## config.mk

```make
export PLATFORM = sky130hd
export DESIGN_NAME = iso8601_duration_to_ms_flat
export DESIGN_NICKNAME = d
export VERILOG_FILES = /design/src/hw/rtl/iso_dur_pkg.sv /design/src/hw/rtl/iso_dur_if.sv /design/src/hw/rtl/iso_dur_front.sv /design/src/hw/rtl/iso_dur_queue.sv /design/src/hw/rtl/iso_dur_back.sv /design/src/hw/rtl/iso_dur_accum.sv /design/src/hw/rtl/iso8601_duration_to_ms.sv /design/src/flat_wrapper.sv
export SDC_FILE = /design/constraint.sdc
export NUM_CORES = 2
export LEC_CHECK = 0
export BUFFER_PORTS_ARGS = -buffer_cell sky130_fd_sc_hd__buf_2
export CORE_UTILIZATION = 31
export CTS_CLUSTER_DIAMETER = 80
export DETAILED_ROUTE_END_ITERATION = 8
export GPL_ROUTABILITY_DRIVEN = 0
export GPL_TIMING_DRIVEN = 0
export PLACE_DENSITY = 0.48
export SLEW_MARGIN = 10
export SYNTH_ARGS = -nofsm -noshare
export SYNTH_HDL_FRONTEND = slang
export SYNTH_SLANG_ARGS = --single-unit
```

## constraint.sdc

```tcl
create_clock -name clk -period 25.7 [get_ports clk]
set_input_delay 6.425 -clock clk [delete_from_list [all_inputs] [get_ports clk]]
set_output_delay 6.425 -clock clk [all_outputs]
set_load 0.02 [all_outputs]
```

## src/hw/rtl/iso_dur_pkg.sv

```systemverilog
// shared types, constants and a helper function for the iso 8601 duration parser
// no dependencies; the front end, queue, parser, accumulator and top level import it
package iso_dur_pkg;

  localparam int QUEUE_DEPTH = 4;
  localparam int QPTR_W      = $clog2(QUEUE_DEPTH);

  localparam logic [4:0]  MAX_DIGITS = 5'd19;
  localparam int          UNIT_W     = 30;
  localparam logic [UNIT_W-1:0] MS_WEEK   = 30'd604800000;
  localparam logic [UNIT_W-1:0] MS_DAY    = 30'd86400000;
  localparam logic [UNIT_W-1:0] MS_HOUR   = 30'd3600000;
  localparam logic [UNIT_W-1:0] MS_MINUTE = 30'd60000;
  localparam logic [UNIT_W-1:0] MS_SECOND = 30'd1000;

  typedef enum logic [3:0] {
    PH_EXPECT_P,
    PH_AFTER_P,
    PH_DATE_NUM,
    PH_AFTER_W,
    PH_AFTER_D,
    PH_AFTER_T,
    PH_TIME_NUM,
    PH_FRAC_START,
    PH_FRAC,
    PH_AFTER_SUFFIX
  } phase_t;

  typedef enum logic [3:0] {
    TK_DIGIT,
    TK_P,
    TK_T,
    TK_W,
    TK_D,
    TK_H,
    TK_M,
    TK_S,
    TK_DOT,
    TK_OTHER
  } tok_cls_t;

  typedef enum logic [2:0] {
    U_WEEK,
    U_DAY,
    U_HOUR,
    U_MINUTE,
    U_SECOND
  } unit_t;

  typedef struct packed {
    tok_cls_t   cls;
    logic [3:0] digit;
    logic       last;
  } token_t;

  typedef struct packed {
    logic        is_add;
    logic        is_end;
    logic        parse_ok;
    unit_t       unit;
    logic [62:0] number;
    logic [9:0]  frac;
  } add_op_t;

  function automatic logic [UNIT_W-1:0] unit_ms(unit_t u);
    logic [UNIT_W-1:0] r;
    case (u)
      U_WEEK:   r = MS_WEEK;
      U_DAY:    r = MS_DAY;
      U_HOUR:   r = MS_HOUR;
      U_MINUTE: r = MS_MINUTE;
      U_SECOND: r = MS_SECOND;
      default:  r = MS_SECOND;
    endcase
    return r;
  endfunction

endpackage

```

## src/hw/rtl/iso_dur_if.sv

```systemverilog
// valid/ready channel interfaces: character requests in, parse results out
// no dependencies
interface iso_dur_in_if;
  logic       valid;
  logic       ready;
  logic [7:0] character;
  logic       last;

  modport source(output valid, character, last, input ready);
  modport sink(input valid, character, last, output ready);
endinterface

interface iso_dur_out_if;
  logic        valid;
  logic        ready;
  logic        valid_res;
  logic [62:0] milliseconds;

  modport source(output valid, valid_res, milliseconds, input ready);
  modport sink(input valid, valid_res, milliseconds, output ready);
endinterface

```

## src/hw/rtl/iso_dur_front.sv

```systemverilog
// front end: accepts characters and classifies them into tokens for the queue
// depends on iso_dur_pkg and iso_dur_in_if
module iso_dur_front (
  iso_dur_in_if.sink        text,
  input  logic              full,
  output logic              push,
  output iso_dur_pkg::token_t tok
);
  import iso_dur_pkg::*;

  logic [7:0] c;

  assign c          = text.character;
  assign text.ready = !full;
  assign push       = text.valid && !full;

  always_comb begin
    tok.last  = text.last;
    tok.digit = 4'(c - 8'h30);
    case (c)
      8'h50:   tok.cls = TK_P;
      8'h54:   tok.cls = TK_T;
      8'h57:   tok.cls = TK_W;
      8'h44:   tok.cls = TK_D;
      8'h48:   tok.cls = TK_H;
      8'h4D:   tok.cls = TK_M;
      8'h53:   tok.cls = TK_S;
      8'h2E:   tok.cls = TK_DOT;
      default: tok.cls = (c >= 8'h30 && c <= 8'h39) ? TK_DIGIT : TK_OTHER;
    endcase
  end

endmodule

```

## src/hw/rtl/iso_dur_queue.sv

```systemverilog
// short token queue between the front end and the parser
// depends on iso_dur_pkg
module iso_dur_queue (
  input  logic                clk,
  input  logic                rst,
  input  logic                push,
  input  iso_dur_pkg::token_t push_tok,
  output logic                full,
  input  logic                pop,
  output logic                head_valid,
  output iso_dur_pkg::token_t head
);
  import iso_dur_pkg::*;

  token_t            mem [QUEUE_DEPTH];
  logic [QPTR_W-1:0] wr_ptr;
  logic [QPTR_W-1:0] rd_ptr;
  logic [QPTR_W:0]   count;
  logic              do_pop;

  assign full       = (count == (QPTR_W+1)'(QUEUE_DEPTH));
  assign head_valid = (count != '0);
  assign head       = mem[rd_ptr];
  assign do_pop     = pop && head_valid;

  always_ff @(posedge clk) begin
    if (rst) begin
      wr_ptr <= '0;
      rd_ptr <= '0;
      count  <= '0;
    end else begin
      if (push) wr_ptr <= wr_ptr + 1'b1;
      if (do_pop) rd_ptr <= rd_ptr + 1'b1;
      count <= count + (QPTR_W+1)'(push) - (QPTR_W+1)'(do_pop);
    end
  end

  always_ff @(posedge clk) begin
    if (push) mem[wr_ptr] <= push_tok;
  end

endmodule

```

## src/hw/rtl/iso_dur_back.sv

```systemverilog
// parser: walks the duration grammar one token per cycle unless stalled, builds
// numbers and issues add and end requests to the accumulator; depends on iso_dur_pkg
module iso_dur_back (
  input  logic                 clk,
  input  logic                 rst,
  input  logic                 head_valid,
  input  iso_dur_pkg::token_t  head,
  output logic                 pop,
  output logic                 op_valid,
  output iso_dur_pkg::add_op_t op,
  input  logic                 op_ready
);
  import iso_dur_pkg::*;

  phase_t      phase, phase_next;
  logic [62:0] number_value, number_value_next;
  logic [4:0]  digit_count, digit_count_next;
  logic [9:0]  fraction_ms, fraction_ms_next;
  logic [1:0]  fraction_digits, fraction_digits_next;
  logic [1:0]  unit_stage, unit_stage_next;
  logic        decimal_seen, decimal_seen_next;
  logic        failed, failed_next;
  logic        op_valid_next;
  add_op_t     op_next;
  logic        emit;

  logic        take;
  logic [66:0] prod;
  logic [4:0]  dc_inc;
  logic        suffix_ok;
  unit_t       suffix_unit;
  logic [1:0]  suffix_stage;
  logic [9:0]  digit_w;

  assign take    = head_valid && (!op_valid || op_ready);
  assign pop     = take;
  assign digit_w = 10'(head.digit);
  assign prod    = ({4'd0, number_value} << 3) + ({4'd0, number_value} << 1)
                 + 67'(head.digit);
  assign dc_inc  = digit_count + 5'd1;

  // time unit suffix check
  always_comb begin
    suffix_ok    = 1'b0;
    suffix_unit  = U_SECOND;
    suffix_stage = unit_stage;
    if (head.cls == TK_H && unit_stage < 2'd1 && !decimal_seen) begin
      suffix_ok = 1'b1; suffix_unit = U_HOUR; suffix_stage = 2'd1;
    end else if (head.cls == TK_M && unit_stage < 2'd2 && !decimal_seen) begin
      suffix_ok = 1'b1; suffix_unit = U_MINUTE; suffix_stage = 2'd2;
    end else if (head.cls == TK_S && unit_stage < 2'd3) begin
      suffix_ok = 1'b1; suffix_unit = U_SECOND; suffix_stage = 2'd3;
    end
  end

  always_ff @(posedge clk) begin
    if (rst) begin
      phase           <= PH_EXPECT_P;
      number_value    <= '0;
      digit_count     <= '0;
      fraction_ms     <= '0;
      fraction_digits <= '0;
      unit_stage      <= '0;
      decimal_seen    <= 1'b0;
      failed          <= 1'b0;
      op_valid        <= 1'b0;
    end else begin
      phase           <= phase_next;
      number_value    <= number_value_next;
      digit_count     <= digit_count_next;
      fraction_ms     <= fraction_ms_next;
      fraction_digits <= fraction_digits_next;
      unit_stage      <= unit_stage_next;
      decimal_seen    <= decimal_seen_next;
      failed          <= failed_next;
      op_valid        <= op_valid_next;
    end
  end

  always_ff @(posedge clk) begin
    if (take) op <= op_next;
  end

  always_comb begin
    phase_next           = phase;
    number_value_next    = number_value;
    digit_count_next     = digit_count;
    fraction_ms_next     = fraction_ms;
    fraction_digits_next = fraction_digits;
    unit_stage_next      = unit_stage;
    decimal_seen_next    = decimal_seen;
    failed_next          = failed;
    op_next.is_add       = 1'b0;
    op_next.is_end       = 1'b0;
    op_next.parse_ok     = 1'b0;
    op_next.unit         = U_SECOND;
    op_next.number       = number_value;
    op_next.frac         = '0;
    emit                 = 1'b0;

    if (take && !failed) begin
      case (phase)
        PH_EXPECT_P: begin
          if (head.cls == TK_P) phase_next = PH_AFTER_P;
          else failed_next = 1'b1;
        end
        PH_AFTER_P: begin
          if (head.cls == TK_T) begin
            phase_next = PH_AFTER_T;
          end else if (head.cls == TK_DIGIT) begin
            number_value_next    = 63'(head.digit);
            digit_count_next     = 5'd1;
            fraction_ms_next     = '0;
            fraction_digits_next = '0;
            decimal_seen_next    = 1'b0;
            phase_next           = PH_DATE_NUM;
          end else begin
            failed_next = 1'b1;
          end
        end
        PH_DATE_NUM: begin
          if (head.cls == TK_DIGIT) begin
            digit_count_next = dc_inc;
            if (dc_inc > MAX_DIGITS || prod[66:63] != 4'd0) failed_next = 1'b1;
            else number_value_next = prod[62:0];
          end else if (head.cls == TK_W || head.cls == TK_D) begin
            emit           = 1'b1;
            op_next.is_add = 1'b1;
            op_next.unit   = (head.cls == TK_W) ? U_WEEK : U_DAY;
            phase_next     = (head.cls == TK_W) ? PH_AFTER_W : PH_AFTER_D;
          end else begin
            failed_next = 1'b1;
          end
        end
        PH_AFTER_D: begin
          if (head.cls == TK_T) phase_next = PH_AFTER_T;
          else failed_next = 1'b1;
        end
        PH_AFTER_T, PH_AFTER_SUFFIX: begin
          if (head.cls == TK_DIGIT) begin
            number_value_next    = 63'(head.digit);
            digit_count_next     = 5'd1;
            fraction_ms_next     = '0;
            fraction_digits_next = '0;
            decimal_seen_next    = 1'b0;
            phase_next           = PH_TIME_NUM;
          end else begin
            failed_next = 1'b1;
          end
        end
        PH_TIME_NUM, PH_FRAC: begin
          if (head.cls == TK_DIGIT && phase == PH_TIME_NUM) begin
            digit_count_next = dc_inc;
            if (dc_inc > MAX_DIGITS || prod[66:63] != 4'd0) failed_next = 1'b1;
            else number_value_next = prod[62:0];
          end else if (head.cls == TK_DIGIT) begin
            if (fraction_digits >= 2'd3) begin
              failed_next = 1'b1;
            end else begin
              fraction_ms_next     = fraction_ms
                                   + ((fraction_digits == 2'd1) ? digit_w * 10'd10 : digit_w);
              fraction_digits_next = fraction_digits + 2'd1;
            end
          end else if (head.cls == TK_DOT && phase == PH_TIME_NUM) begin
            decimal_seen_next = 1'b1;
            phase_next        = PH_FRAC_START;
          end else if (suffix_ok) begin
            emit              = 1'b1;
            op_next.is_add    = 1'b1;
            op_next.unit      = suffix_unit;
            op_next.frac      = decimal_seen ? fraction_ms : 10'd0;
            unit_stage_next   = suffix_stage;
            decimal_seen_next = 1'b0;
            phase_next        = PH_AFTER_SUFFIX;
          end else begin
            failed_next = 1'b1;
          end
        end
        PH_FRAC_START: begin
          if (head.cls == TK_DIGIT) begin
            fraction_ms_next     = digit_w * 10'd100;
            fraction_digits_next = 2'd1;
            phase_next           = PH_FRAC;
          end else begin
            failed_next = 1'b1;
          end
        end
        default: failed_next = 1'b1;
      endcase
    end

    // end of string: report and return to the reset state
    if (take && head.last) begin
      emit             = 1'b1;
      op_next.is_end   = 1'b1;
      op_next.parse_ok = !failed_next && (phase_next == PH_AFTER_W
                         || phase_next == PH_AFTER_D || phase_next == PH_AFTER_SUFFIX);
      phase_next           = PH_EXPECT_P;
      number_value_next    = '0;
      digit_count_next     = '0;
      fraction_ms_next     = '0;
      fraction_digits_next = '0;
      unit_stage_next      = '0;
      decimal_seen_next    = 1'b0;
      failed_next          = 1'b0;
    end

    op_valid_next = take ? emit : (op_valid && !op_ready);
  end

endmodule

```

## src/hw/rtl/iso_dur_accum.sv

```systemverilog
// accumulator: split multiply of number by unit, overflow-checked add to the
// running total, and the result register; depends on iso_dur_pkg, iso_dur_out_if
module iso_dur_accum (
  input  logic                 clk,
  input  logic                 rst,
  input  logic                 op_valid,
  input  iso_dur_pkg::add_op_t op,
  output logic                 op_ready,
  iso_dur_out_if.source        result
);
  import iso_dur_pkg::*;

  logic [UNIT_W-1:0] unit_val;

  logic        s2_valid;
  logic        s2_is_add;
  logic        s2_is_end;
  logic        s2_parse_ok;
  logic [60:0] pp_hi;
  logic [61:0] pp_lo;
  logic [9:0]  s2_frac;

  logic [62:0] total, total_next;
  logic        acc_failed, acc_failed_next;
  logic [94:0] sum;
  logic        ovf;
  logic        s2_adv;
  logic        res_ok;

  logic        res_valid;
  logic        res_flag;
  logic [62:0] res_ms;

  assign unit_val = unit_ms(op.unit);
  assign s2_adv   = s2_valid && (!s2_is_end || !res_valid || result.ready);
  assign op_ready = !s2_valid || s2_adv;

  assign sum = 95'(total) + 95'(s2_frac) + (95'(pp_hi) << 32) + 95'(pp_lo);
  assign ovf = (sum[94:63] != '0);

  always_comb begin
    total_next      = total;
    acc_failed_next = acc_failed;
    if (s2_is_add) begin
      if (ovf) acc_failed_next = 1'b1;
      else if (!acc_failed) total_next = sum[62:0];
    end
    res_ok = s2_parse_ok && !acc_failed_next;
  end

  always_ff @(posedge clk) begin
    if (rst) begin
      s2_valid   <= 1'b0;
      res_valid  <= 1'b0;
      total      <= '0;
      acc_failed <= 1'b0;
    end else begin
      if (op_ready) s2_valid <= op_valid;
      if (s2_adv && s2_is_end) res_valid <= 1'b1;
      else if (result.ready) res_valid <= 1'b0;
      if (s2_adv) begin
        if (s2_is_end) begin
          total      <= '0;
          acc_failed <= 1'b0;
        end else begin
          total      <= total_next;
          acc_failed <= acc_failed_next;
        end
      end
    end
  end

  always_ff @(posedge clk) begin
    if (op_ready && op_valid) begin
      s2_is_add   <= op.is_add;
      s2_is_end   <= op.is_end;
      s2_parse_ok <= op.parse_ok;
      s2_frac     <= op.frac;
      pp_hi       <= op.is_add ? 61'(op.number[62:32] * unit_val) : '0;
      pp_lo       <= op.is_add ? 62'(op.number[31:0] * unit_val) : '0;
    end
    if (s2_adv && s2_is_end) begin
      res_flag <= res_ok;
      res_ms   <= res_ok ? total_next : '0;
    end
  end

  assign result.valid        = res_valid;
  assign result.valid_res    = res_flag;
  assign result.milliseconds = res_ms;

endmodule

```

## src/hw/rtl/iso8601_duration_to_ms.sv

```systemverilog
// iso 8601 duration to milliseconds; accepts one character per cycle unless the queue is full
// after the final character is accepted, a result passes through the queue, parser,
// multiply and accumulate registers in turn; a stalled result does not stop intake
// until the four-entry queue and the pipeline fill
// synchronous reset empties the queue and returns the parser to expecting P
module iso8601_duration_to_ms (
  input logic           clk,
  input logic           rst,
  iso_dur_in_if.sink    text,
  iso_dur_out_if.source result
);
  import iso_dur_pkg::*;

  logic    push;
  token_t  push_tok;
  logic    full;
  logic    pop;
  logic    head_valid;
  token_t  head;
  logic    op_valid;
  logic    op_ready;
  add_op_t op;

  iso_dur_front u_front (
    .text (text),
    .full (full),
    .push (push),
    .tok  (push_tok)
  );

  iso_dur_queue u_queue (
    .clk        (clk),
    .rst        (rst),
    .push       (push),
    .push_tok   (push_tok),
    .full       (full),
    .pop        (pop),
    .head_valid (head_valid),
    .head       (head)
  );

  iso_dur_back u_back (
    .clk        (clk),
    .rst        (rst),
    .head_valid (head_valid),
    .head       (head),
    .pop        (pop),
    .op_valid   (op_valid),
    .op         (op),
    .op_ready   (op_ready)
  );

  iso_dur_accum u_accum (
    .clk      (clk),
    .rst      (rst),
    .op_valid (op_valid),
    .op       (op),
    .op_ready (op_ready),
    .result   (result)
  );

endmodule

```

## src/flat_wrapper.sv

```systemverilog
// flat-port wrapper written by rule: the top's interface ports become plain ports
module iso8601_duration_to_ms_flat import iso_dur_pkg::*;
  (clk, rst, text_valid, text_character, text_last, text_ready, result_valid, result_valid_res, result_milliseconds, result_ready);
  iso_dur_in_if text_i ();
  iso_dur_out_if result_i ();
  input logic clk;
  input logic rst;
  input wire logic [$bits(text_i.valid)-1:0] text_valid;
  input wire logic [$bits(text_i.character)-1:0] text_character;
  input wire logic [$bits(text_i.last)-1:0] text_last;
  output wire logic [$bits(text_i.ready)-1:0] text_ready;
  output wire logic [$bits(result_i.valid)-1:0] result_valid;
  output wire logic [$bits(result_i.valid_res)-1:0] result_valid_res;
  output wire logic [$bits(result_i.milliseconds)-1:0] result_milliseconds;
  input wire logic [$bits(result_i.ready)-1:0] result_ready;
  assign text_i.valid = text_valid;
  assign text_i.character = text_character;
  assign text_i.last = text_last;
  assign text_ready = text_i.ready;
  assign result_valid = result_i.valid;
  assign result_valid_res = result_i.valid_res;
  assign result_milliseconds = result_i.milliseconds;
  assign result_i.ready = result_ready;
  iso8601_duration_to_ms u_core (.clk(clk), .rst(rst), .text(text_i), .result(result_i));
endmodule
```

==> metrics.md <==
| Metric | Value |
|---|---|
| Max H-tree Level | 2 |
| Max_slew headroom | 0.03528 |
| Top-area cell type share of the netlist area | 0.2833 |
| Mapped cell area | between 70000 and 80000 sq um |
| Cts repair resizes | 0 |
| Slowest-stage cell, CP | nor2_1 |
| Post-Route WL | ~280000 microns |
| Top FF cell, synth | edfxtp_1 |
| Initial antenna violation count | 17 |
| Top cells by area, synth | fa_1, ha_1, edfxtp_1 |
| Critical Path AT | around 13 ns |
| XOR/XNOR share of the synthesized area | 0.02619 |
| Layout cell share with drive strength beyond 1 | 0.05148 |
| Synth Area in Adders | 0.4585 |
| Post-synth EDFFs | between 300 and 400 |
| First-pass GRT wire length | between 400000 and 500000 microns |
| Main combinational cell family by area after synthesis | adder cells |
| # port buffers | 78 |
| Final net count | ~10000 |
| Syn_area_per_cell | around 9.5 sq um |
| Final instance area | about 83000 sq um |
| Fmax | 79.62 MHz |
| Total grt overflow | 0 |
| Clock root buffer | clkbuf_16 |
| Clock latency on the worst-skew pair | around 0.75 ns |
| Synth Instances | 7994 |
| Hold_sp | u_core.u_back.op[1]$_SDFFCE_PP0P_ |
| Post-CTS Hold Buffers | 0 |
| RSZ-0062 raised after global routing | no |
| Post-CTS setup buffer count | 0 |
| Worst-margin pin slew | between 1 and 1.5 ns |
| Synth Area in Compound Gates | 0.1033 |
| Post-synth ARST share | 0 |
| Fin. Hold Viols | 0 |
| Placed standard-cell area | approximately 80000 sq um |
| Die Span Y | 498.0 microns |
| Post-DRT Antenna Nets | 0 |
| Detailed Place HPWL | between 200000 and 250000 microns |
| Largest net degree at the start of global routing | 58 |
| Worst clock skew | 0.04791 ns |
| Clock buffer depth | 3 |
| Final critical-path required period | 12.56 ns |
| Peak fanout along the critical path | 10 |
| Syn nets | 10150 |
| Most frequent CP cell | fa_1 |
| Synth Area in Simple Gates | 0.1402 |
| Residual DRC | 0 |
| Die area | about 250000 sq um |
| Starting Density | 0.3126 |
| WL/cell | ~25 microns |
| Worst Hold Class | reg -> reg |
| Number of global-route vias before repair | 59950 |
| Yosys warning count | 0 |
| IO Pins | 79 |
| Final worst path period share | 0.4887 |
| Unique masters post-synth | 96 |
| TritonRoute pass-1 iters | 8 |
| Number of max-cap violations | 0 |
| CTS buffer count | between 50 and 60 |
| Pins Over Slew Limit | 0 |
| Finished Core Util | 0.3408 |
| Vias | between 50000 and 60000 |
| Critical path required time | between 20 and 30 ns |
| Status | finished clean |
| Mux cell area share after synthesis | 0.01387 |
| # setup viols final | 0 |
| Final worst slack | 13.14 ns |
| CTS Sinks | between 400 and 500 |
| TNS Setup | 0 ns |
| Core Area | 243900 sq um |
| Synth-to-Final Area Change | 8.999% |
| DRT iter0 DRCs | 4699 |
| Row Count | ~180 |
| Clk slew on worst S/H paths | about 0.060 ns |
| CP Launch Point | u_core.u_back.op[75]$_SDFFCE_PN1P_ |
| Gr usage total | 0.2234 |
| Startpoint type of the worst setup path | flip-flop |
| Crit path largest cell delay | approximately 1.1 ns |
| Setup slack at placement | 13.44 ns |
| Yosys top cell by area | fa_1 |
| Critical path class | reg -> reg |
| Vias per inst | slightly above 5 |
| Sequential share of the synthesized area | 0.1647 |
| Die width | 498.0 microns |
| CTS tree | done |
| Seq cells post-synth | around 470 |
| Critical Path Sink Type | flip-flop |
| Worst r2r src | u_core.u_back.op[75]$_SDFFCE_PN1P_ |
[cell type report]
type	instances	area, sq um
fillers	25090	160800
multi-input cells	5676	56640
flip-flops and latches	473	12560
inverters	1496	5615
well taps	3202	4006
clock buffers	70	1570
plain buffers	349	1498
repair buffers	91	646.9
clock inverters	42	545.5
diodes	13	32.53
[metal layers]
| layer | part of all wire | wire (microns) | GRT usage | vias up |
|---|---|---|---|---|
| met5 | 0.00012 | 35 | 0 | - |
| met4 | 0.049 | 13650 | 0.09631 | 6 |
| met3 | 0.067 | 18730 | 0.03754 | 459 |
| met2 | 0.44 | 122900 | 0.3513 | 1966 |
| met1 | 0.45 | 124900 | 0.3010 | 29040 |
| li1 | - | - | - | 26720 |
[worst paths after layout]
path	end	slack, ns	cells after the start
max	u_core.u_accum.pp_lo[61]$_SDFFCE_PN0P_	13.14	30
min	u_core.u_accum.s2_frac[1]$_DFFE_PP_	0.42	0
max reg2reg	u_core.u_accum.pp_lo[61]$_SDFFCE_PN0P_	13.14	30
min reg2reg	u_core.u_accum.s2_frac[1]$_DFFE_PP_	0.42	0
[logic make-up (layout without fill, tap and decap cells)]
| kind of cell | after synthesis | count (layout) |
|---|---|---|
| adder cells (fa/ha/maj) | 2147 | 2147 |
| AND/OR/NAND/NOR | 2034 | 2034 |
| buffers and inverters | 1845 | 2048 |
| AO/OA/AOI/OAI | 1174 | 1174 |
| flip-flops | 473 | 473 |
| XOR/XNOR | 228 | 228 |
| multiplexers | 93 | 93 |
| other | 0 | 13 |
[registers in the layout (all words and copies together), names as in the netlist, 2 cells and up, named ones only]
register and cells:
u_core.u_accum.pp_hi 58, u_core.u_queue.count 3, u_core.u_queue.mem 36, u_core.u_back.fraction_ms 10, u_core.u_back.fraction_digits 2, u_core.u_accum.total 63
u_core.u_back.digit_count 5, u_core.u_queue.wr_ptr 2, u_core.u_queue.rd_ptr 2, u_core.u_accum.pp_lo 59, u_core.u_back.unit_stage 2, u_core.u_back.op 79
u_core.u_back.number_value 63, u_core.u_accum.result.milliseconds 63, u_core.u_back.phase 4, u_core.u_accum.s2_frac 10
[through the flow]
step                instances  hold slack [ns]
detailed placement      11290           0.4045
global route            11400           0.4249
finish                  11410           0.4180
CTS                     11400           0.4190
floorplan                7994           0.4003
global placement        11270           0.4021
[Yosys cell counts (all sizes together) (37+ instances only)]
cell type and n:
a31oi 45, or3 87, o21ai 220, and3 64
xor2 94, a211oi 40, edfxtp 309, clkbuf 275
inv 1496, nand4 91, nor2b 46, nand2b 43
nand3 77, xnor2 134, a21oi 303, ha 1068
o21bai 40, dfxtp 164, mux2i 73, nor2 360
o211ai 37, o41ai 62, fa 1079, nor3 129
buf 74, a22o 64, and2 512, nand2 482
or2 44, a21o 158
[cell usage in the layout, fill, tap and decap left out, types with 61 or more instances in the layout]
cell          n
a21o_1      158
a21oi_1     300
a22o_1       64
and2_1      511
and3_1       63
buf_2       137
clkbuf_1    274
clkbuf_16    61
dfxtp_1     164
edfxtp_1    309
fa_1       1079
ha_1       1068
inv_1      1494
mux2i_1      73
nand2_1     482
nand3_1      77
nand4_1      88
nor2_1      359
nor3_1       96
o21ai_0     209
o41ai_1      62
or3_1        87
xnor2_1     134
xor2_1       94
[worst max-delay path, delay by kind of cell, from the launching register on]
family	cells	cell delay, ns
AND/OR/NAND/NOR	4	1.69
XOR/XNOR	1	0.64
buffers and inverters	7	2.25
AO/OA/AOI/OAI	9	2.65
flip-flops	1	0.60
adder cells (fa/ha/maj)	9	4.37
Power is not shown: default switching activity piles up to over one toggle a cycle in this logic, so the estimate is an artifact.
